$ cat config.mk
export PLATFORM = sky130hd
export DESIGN_NAME = form_urlencoded_decoder
export DESIGN_NICKNAME = d
export VERILOG_FILES = /design/src/hdl/fud_pkg.sv /design/src/hdl/form_urlencoded_decoder.sv
export VERILOG_INCLUDE_DIRS = /design/src /design/src/hdl
export SDC_FILE = /design/constraint.sdc
export NUM_CORES = 1
export LEC_CHECK = 0
export ABC_AREA = 1
export BUFFER_PORTS_ARGS = -buffer_cell sky130_fd_sc_hd__buf_2
export CORE_MARGIN = 2
export CORE_UTILIZATION = 40
export CTS_CLUSTER_SIZE = 20
export DETAILED_ROUTE_END_ITERATION = 6
export PLACE_DENSITY_LB_ADDON = 0.25
export SYNTH_ARGS = -nofsm -noshare
export SYNTH_HDL_FRONTEND = slang
export SYNTH_SLANG_ARGS = --single-unit
$ cat constraint.sdc
create_clock -name clk -period 6.6 [get_ports clk]
set_input_delay 0.33 -clock clk [delete_from_list [all_inputs] [get_ports clk]]
set_output_delay 0.33 -clock clk [all_outputs]
set_load 0.01 [all_outputs]
$ cat src/hdl/form_urlencoded_decoder_macros.svh
// Assertion macros for the form-urlencoded decoder.
// No dependencies; included by the files that assert.
`ifndef FORM_URLENCODED_DECODER_MACROS_SVH
`define FORM_URLENCODED_DECODER_MACROS_SVH

// Same-cycle implication, disabled while reset is asserted.
`define FUD_ASSERT_IMPLY(lbl, clk, rst_n, ante, cons, msg) \
	lbl: assert property (@(posedge clk) disable iff (!(rst_n)) (ante) |-> (cons)) \
		else $error(msg);

// Next-cycle implication, disabled while reset is asserted.
`define FUD_ASSERT_NEXT(lbl, clk, rst_n, ante, cons, msg) \
	lbl: assert property (@(posedge clk) disable iff (!(rst_n)) (ante) |=> (cons)) \
		else $error(msg);

`endif

$ cat src/hdl/fud_pkg.sv
// Package for the form-urlencoded decoder: escape phase type, character codes
// and the hex digit helpers. No dependencies.
`timescale 1ns / 1ps
`default_nettype none

package fud_pkg;

	localparam int CHAR_W = 21;
	localparam int LEN_W  = 16;
	localparam int IN_DATA_W  = 24;
	localparam int OUT_DATA_W = 40;

	typedef enum logic [1:0] {
		PH_IDLE   = 2'd0,
		PH_DIGIT1 = 2'd1,
		PH_DIGIT2 = 2'd2,
		PH_ZERO   = 2'd3
	} phase_t;

	localparam logic [CHAR_W-1:0] CH_PERCENT = 21'h25;
	localparam logic [CHAR_W-1:0] CH_PLUS    = 21'h2B;
	localparam logic [CHAR_W-1:0] CH_CR      = 21'h0D;
	localparam logic [CHAR_W-1:0] CH_LF      = 21'h0A;
	localparam logic [CHAR_W-1:0] CH_SPACE   = 21'h20;
	localparam logic [CHAR_W-1:0] CH_ZERO    = 21'h30;
	localparam logic [CHAR_W-1:0] CH_UP_D    = 21'h44;
	localparam logic [CHAR_W-1:0] CH_LO_D    = 21'h64;
	localparam logic [CHAR_W-1:0] CH_UP_A    = 21'h41;
	localparam logic [CHAR_W-1:0] CH_LO_A    = 21'h61;

	localparam logic [LEN_W-1:0] LIMIT_RESET = 16'hFFFF;

	typedef struct packed {
		logic       ok;
		logic [3:0] val;
	} hex_t;

	function automatic hex_t hex_value(input logic [7:0] b);
		hex_t h;
		h.ok  = 1'b1;
		h.val = 4'd0;
		if (b >= 8'h30 && b <= 8'h39)      h.val = 4'(b - 8'h30);
		else if (b >= 8'h41 && b <= 8'h46) h.val = 4'(b - 8'h37);
		else if (b >= 8'h61 && b <= 8'h66) h.val = 4'(b - 8'h57);
		else                               h.ok  = 1'b0;
		return h;
	endfunction

	function automatic logic [7:0] decode_pair(input logic [7:0] hi_b, input logic [7:0] lo_b);
		hex_t hi;
		hex_t lo;
		hi = hex_value(hi_b);
		lo = hex_value(lo_b);
		if (!hi.ok)      return 8'd0;
		else if (!lo.ok) return {4'd0, hi.val};
		else             return {hi.val, lo.val};
	endfunction

endpackage

`default_nettype wire

$ cat src/hdl/form_urlencoded_decoder.sv
// Form-urlencoded decoder: input register, one-pass decode, three-slot result buffer.
// Depends on fud_pkg and form_urlencoded_decoder_macros.svh.
// The first result of a beat passes through the input register and the result buffer on its way out.
// Throughput: one beat per cycle while the receiver is ready and each beat yields at most one result;
// a beat with more results (at most three) holds the result buffer until they have drained.
// Reset (arst_n low, asynchronous): buffers empty, form state cleared, limit 65535.
`timescale 1ns / 1ps
`default_nettype none
`include "form_urlencoded_decoder_macros.svh"

module form_urlencoded_decoder
	import fud_pkg::*;
(
	input  wire logic                  clk,
	input  wire logic                  arst_n,
	input  wire logic                  s_axis_tvalid,
	output logic                       s_axis_tready,
	input  wire logic [IN_DATA_W-1:0]  s_axis_tdata,   // [20:0] in_char, [23:21] zero
	input  wire logic                  s_axis_tlast,   // in_last
	output logic                       m_axis_tvalid,
	input  wire logic                  m_axis_tready,
	output logic [OUT_DATA_W-1:0]      m_axis_tdata,   // [20:0] out_value, [36:21] out_length
	output logic                       m_axis_tuser,   // out_kind
	output logic                       m_axis_tlast,   // out_last
	input  wire logic                  cfg_valid,
	output logic                       cfg_ready,
	input  wire logic [LEN_W-1:0]      cfg_data        // output_limit
);

	// input stage
	logic              valid_s1;
	logic [CHAR_W-1:0] char_s1;
	logic              last_s1;

	// form state
	phase_t            phase_q, phase_d;
	logic              cr_q, cr_d;
	logic [7:0]        digit_q, digit_d;
	logic [LEN_W-1:0]  count_q, count_d;
	logic [LEN_W-1:0]  limit_q;

	// result buffer: slot0 CR, slot1 character, slot2 end marker
	logic [2:0]        res_v_q, res_v_d;
	logic [CHAR_W-1:0] val_q;
	logic [LEN_W-1:0]  len_q;

	logic              under, want1, want2, em1, em2, under2;
	logic [CHAR_W-1:0] val2;
	logic [LEN_W:0]    cnt1, cnt2;
	logic              single, buf_free, load, accept, take;
	logic [2:0]        take_mask;

	assign cfg_ready = 1'b1;
	assign accept    = s_axis_tvalid && s_axis_tready;

	// decode of the registered beat: which results it wants
	always_comb begin
		want1 = 1'b0;
		want2 = 1'b0;
		val2  = CH_SPACE;
		under = count_q < limit_q;
		case (phase_q)
			PH_IDLE: begin
				if (char_s1 == CH_PERCENT) begin
					want1 = cr_q && last_s1;
				end else begin
					want1 = cr_q;
					want2 = 1'b1;
					val2  = (char_s1 == CH_PLUS) ? CH_SPACE : char_s1;
				end
			end
			PH_DIGIT1: begin
				want1 = cr_q && !(char_s1 == CH_ZERO && !last_s1);
			end
			PH_DIGIT2: begin
				want2 = 1'b1;
				val2  = {13'd0, decode_pair(digit_q, char_s1[7:0])};
			end
			PH_ZERO: begin
				if (char_s1 == CH_UP_D || char_s1 == CH_LO_D) begin
					want1 = 1'b0;
				end else if (char_s1 == CH_UP_A || char_s1 == CH_LO_A) begin
					want1 = 1'b1;
					want2 = 1'b1;
					val2  = CH_LF;
				end else begin
					want1 = cr_q;
					want2 = 1'b1;
					val2  = {13'd0, decode_pair(CH_ZERO[7:0], char_s1[7:0])};
				end
			end
			default: begin
				want1 = 1'b0;
			end
		endcase
		// every emit checks the limit against the running count
		em1    = want1 && under;
		cnt1   = {1'b0, count_q} + {{LEN_W{1'b0}}, em1};
		under2 = cnt1 < {1'b0, limit_q};
		em2    = want2 && under && under2;
		cnt2   = cnt1 + {{LEN_W{1'b0}}, em2};
	end

	// next form state
	always_comb begin
		phase_d = phase_q;
		cr_d    = cr_q;
		digit_d = digit_q;
		count_d = count_q;
		if (under) begin
			count_d = cnt2[LEN_W-1:0];
			case (phase_q)
				PH_IDLE: begin
					if (char_s1 == CH_PERCENT) begin
						if (last_s1) cr_d = 1'b0;
						else         phase_d = PH_DIGIT1;
					end else begin
						cr_d = 1'b0;
					end
				end
				PH_DIGIT1: begin
					if (char_s1 == CH_ZERO && !last_s1) begin
						phase_d = PH_ZERO;
					end else begin
						cr_d    = 1'b0;
						digit_d = char_s1[7:0];
						phase_d = PH_DIGIT2;
					end
				end
				PH_DIGIT2: begin
					phase_d = PH_IDLE;
				end
				PH_ZERO: begin
					cr_d    = (char_s1 == CH_UP_D || char_s1 == CH_LO_D);
					phase_d = PH_IDLE;
				end
				default: begin
					phase_d = PH_IDLE;
				end
			endcase
		end
		if (last_s1) begin
			phase_d = PH_IDLE;
			cr_d    = 1'b0;
			digit_d = 8'd0;
			count_d = '0;
		end
	end

	// output selection and buffer control
	always_comb begin
		m_axis_tvalid = res_v_q != 3'b000;
		m_axis_tuser  = 1'b0;
		m_axis_tdata  = '0;
		take_mask     = 3'b000;
		if (res_v_q[0]) begin
			m_axis_tdata[CHAR_W-1:0] = CH_CR;
			m_axis_tlast             = !res_v_q[1] && !res_v_q[2];
			take_mask                = 3'b001;
		end else if (res_v_q[1]) begin
			m_axis_tdata[CHAR_W-1:0] = val_q;
			m_axis_tlast             = !res_v_q[2];
			take_mask                = 3'b010;
		end else begin
			m_axis_tdata[CHAR_W+LEN_W-1:CHAR_W] = len_q;
			m_axis_tuser                        = 1'b1;
			m_axis_tlast                        = 1'b1;
			take_mask                           = 3'b100;
		end
		take     = m_axis_tvalid && m_axis_tready;
		single   = (res_v_q & (res_v_q - 3'd1)) == 3'b000;
		buf_free = (res_v_q == 3'b000) || (m_axis_tready && single);
		load     = valid_s1 && buf_free;
		s_axis_tready = !valid_s1 || buf_free;
		if (load)      res_v_d = {last_s1, em2, em1};
		else if (take) res_v_d = res_v_q & ~take_mask;
		else           res_v_d = res_v_q;
	end

	always_ff @(posedge clk or negedge arst_n) begin
		if (!arst_n) begin
			valid_s1 <= 1'b0;
			res_v_q  <= 3'b000;
			phase_q  <= PH_IDLE;
			cr_q     <= 1'b0;
			digit_q  <= 8'd0;
			count_q  <= '0;
			limit_q  <= LIMIT_RESET;
		end else begin
			res_v_q <= res_v_d;
			if (accept)    valid_s1 <= 1'b1;
			else if (load) valid_s1 <= 1'b0;
			if (load) begin
				phase_q <= phase_d;
				cr_q    <= cr_d;
				digit_q <= digit_d;
				count_q <= count_d;
			end
			if (cfg_valid) limit_q <= cfg_data;
		end
	end

	always_ff @(posedge clk) begin
		if (accept) begin
			char_s1 <= s_axis_tdata[CHAR_W-1:0];
			last_s1 <= s_axis_tlast;
		end
		if (load) begin
			val_q <= val2;
			len_q <= cnt2[LEN_W-1:0];
		end
	end

	// end marker always closes the beat's results
	`FUD_ASSERT_IMPLY(a_end_is_last, clk, arst_n, m_axis_tvalid && m_axis_tuser, m_axis_tlast, "end marker without tlast")
	// a final beat leaves the form state cleared
	`FUD_ASSERT_NEXT(a_end_clears, clk, arst_n, load && last_s1, phase_q == PH_IDLE && count_q == '0 && !cr_q, "form state not cleared after final beat")
	// the first escape digit always flushes a pending CR
	`FUD_ASSERT_IMPLY(a_digit2_no_cr, clk, arst_n, phase_q == PH_DIGIT2, !cr_q, "CR pending during second escape digit")

endmodule

`default_nettype wire

==> run_results.csv <==
group,metric,value,unit
status,status,"complete, no violations",
yosys,synthFlopType,"edfxtp_1",
yosys,async_reset_ff_share,44.3,%
worst_setup_path,cpMaxStageDelayCell,"dfstp_2",
yosys,yosysTopAreaCell,"edfxtp_1",
clock_tree,clock_sinks,106,
run,cap_violations,0,
floorplan,initial_utilization,40.5,%
place,dpl.cell_count,1124,
floorplan,rows,47,
yosys,netlist_top_cells_count,"230 x nand2_1, 121 x inv_1, 106 x nor2_1",
drt,vias,5474,
yosys,synth-edff-count,59,
cells_and_area,final_layout_size_suffix_gt1_share,18.2,%
global_route,grt_pass1_wl,25600,um
worst_setup_path,critical_path_class,"flop to flop",
power,power,2.44,mW
timing,skew,0.00840,ns
clock_tree,numCtsBuffers,9,
cells_and_area,final_util,46.1,%
yosys,yosys_warnings,0,
cells_and_area,layout.cells.non_filler,1140,
timing,final-setup-viol-count,0,
timing,fmaxAchievable,175,MHz
clock_tree,cts-root-buf,"clkbuf_16",
power,ir_worst_vdd,156,uV
floorplan,coreArea,16500,sq um
timing,post-route-period-util,86.6,%
yosys,netlist_area,6670,sq um
floorplan,die_y,133,um
worst_setup_path,cp-start-kind,"flop",
clock_tree,holdBufCountCts,0,
cells_and_area,nets,1007,
yosys,synthMostInstantiatedCell,"nand2_1",
clock_tree,post_cts_buffers,0,
hold_path,hold_class,"input port to async pin",
global_route,antenna_found_initial,0,
timing,slew_headroom,43.3,%
yosys,ys_ff_latch,106,
drt,drtIter0Drc,334,
worst_setup_path,arrival,5.84,ns
cells_and_area,diodes,0,
place,dp_hpwl,11800,um
worst_setup_path,crit_path_end_kind,"flop",
worst_setup_path,critical_path.max_fanout,6,
global_route,grt.overflow.total,0,
clock_tree,clock_latency,0.36,ns
drt,wl_per_cell,13.6,um
floorplan,die_area,17700,sq um
drt,wirelength,15500,um
timing,grt_setup_unrepaired,"false",
place,gp_congestion,0.892,
timing,worstMarginPinSlew,0.850,ns
yosys,synthTopCellsByArea,"edfxtp_1 27%, nand2_1 13%, dfrtp_1 12%, ha_1 8.6%, inv_1 6.8%",
yosys,seq_area_frac_synth,44.5,%
clock_tree,cts_tree,"built",
global_route,grt.total_usage,18.3,%
clock_tree,clockBufferDepth,2,
floorplan,die_x,133,um
power,power_density,321,nW/um^2
place,placed_area,7300,sq um
clock_tree,cts.clk_slew.worst_paths,0.07,ns
yosys,synth.distinct_cells,42,
timing,finalSetupTns,0,ns
worst_setup_path,critPathMaxStageDelay,0.52,ns
timing,whs,0.0794,ns
worst_setup_path,crit_top_cell,"nand2_1",
timing,slew_viol_final,0,
timing,fin_ws,0.884,ns
drt,drtAntennaViolNets,0,
worst_setup_path,worst_ep_required_time,6.72,ns
power,leakagePower,3.76,nW
drt,drt_first_pass_iters,6,
global_route,first_global_vias,5112,
global_route,grt_max_degree,48,
clock_tree,htreeDepth,3,
place,pre_cts_slack,0.918,ns
yosys,syn_inst,834,
drt,viasPerCell,4.80,
floorplan,io_pins,91,
clock_tree,postCtsResizedCells,0,
cells_and_area,syn2layout_area_growth,14.0,%
yosys,yosysTopAreaCellShare,26.6,%
drt,drc,0,
place,io_buffer_count,83,
yosys,avgSynthCellArea,7.99,sq um
timing,hold_violations,0,
timing,fin_crit,5.72,ns
cells_and_area,fin_area,7600,sq um
[sequential cells by signal, indices dropped and copies added, names as in the netlist]
register,cells
len_q,16
phase_q,2
valid_s1,1
cr_q,1
limit_q,16
digit_q,8
last_s1,1
val_q,21
char_s1,21
count_q,16
res_v_q,3
[worst max-delay path: cells and delay by family (launching register included)]
kind,cells,cell delay (ns)
DFF,1,0.52
adders and majority gates,6,1.48
buffers and inverters,5,0.37
AOI/OAI and AO/OA,4,0.71
and+or+nand+nor,22,2.42
[report_power, final]
group	internal, mW	total, mW	switching, mW
clock network	0.297	0.562	0.264
logic	0.276	0.844	0.568
registers	0.924	1.03	0.105
total	1.50	2.44	0.938
[per-layer routing]
layer / vias to the layer above / track usage, % / share of wire [%]
met5: - / 0 / 0
met4: 0 / 5.56 / 1.6
met3: 18 / 3.04 / 3.9
met2: 97 / 30.4 / 47
met1: 2525 / 24.7 / 47
li1: 2834 / - / -
[layout by cell type, fill, tap and decap left out, drive strengths merged, types with 8 or more instances in the layout]
| cell | n |
|---|---|
| ha | 46 |
| edfxtp | 59 |
| dfstp | 16 |
| nand2 | 242 |
| nand3 | 39 |
| buf | 86 |
| nor2 | 120 |
| inv | 127 |
| o21ai | 53 |
| a21oi | 23 |
| clkbuf | 9 |
| xor2 | 8 |
| nand4 | 18 |
| dfrtp | 31 |
[path summary, 6_finish.rpt]
check | from | endpoint | slack [ns] | cells after the start
setup / recovery | limit_q[15]$_DFFE_PN1P_ | len_q[12]$_DFFE_PP_ | 0.88 | 37
min in group clk | s_axis_tdata[8] | char_s1[8]$_DFFE_PP_ | 0.14 | 1
hold / removal | arst_n | count_q[14]$_DFFE_PN0P_ | 0.08 | 2
setup reg to reg | limit_q[15]$_DFFE_PN1P_ | len_q[12]$_DFFE_PP_ | 0.88 | 37
hold reg to reg | digit_q[5]$_DFFE_PN0P_ | digit_q[5]$_DFFE_PN0P_ | 0.49 | 2
max in group asynchronous | arst_n | count_q[13]$_DFFE_PN0P_ | 6.09 | 2
[cells by family (layout without fill, tap and decap cells)]
family / count (synthesis) / in the layout / synth area share, %
adder cells (fa/ha/maj): 46 / 46 / 8.63
other: 2 / 4 / 0.113
AO/OA/AOI/OAI: 92 / 92 / 7.94
XOR/XNOR: 11 / 11 / 1.56
buffers and inverters: 144 / 228 / 8.54
AND/OR/NAND/NOR: 433 / 433 / 28.7
flip-flops: 106 / 106 / 44.5
[layout make-up]
class	instances	area (sq um)
Sequential cell	106	2970
Tap cell	220	275
Multi-Input combinational cell	586	3140
Clock buffer	9	225
Clock inverter	7	76.3
Fill cell	1686	8870
Inverter	126	474
Timing Repair Buffer	86	438
Note: power is estimated with default switching activity, not from simulation.
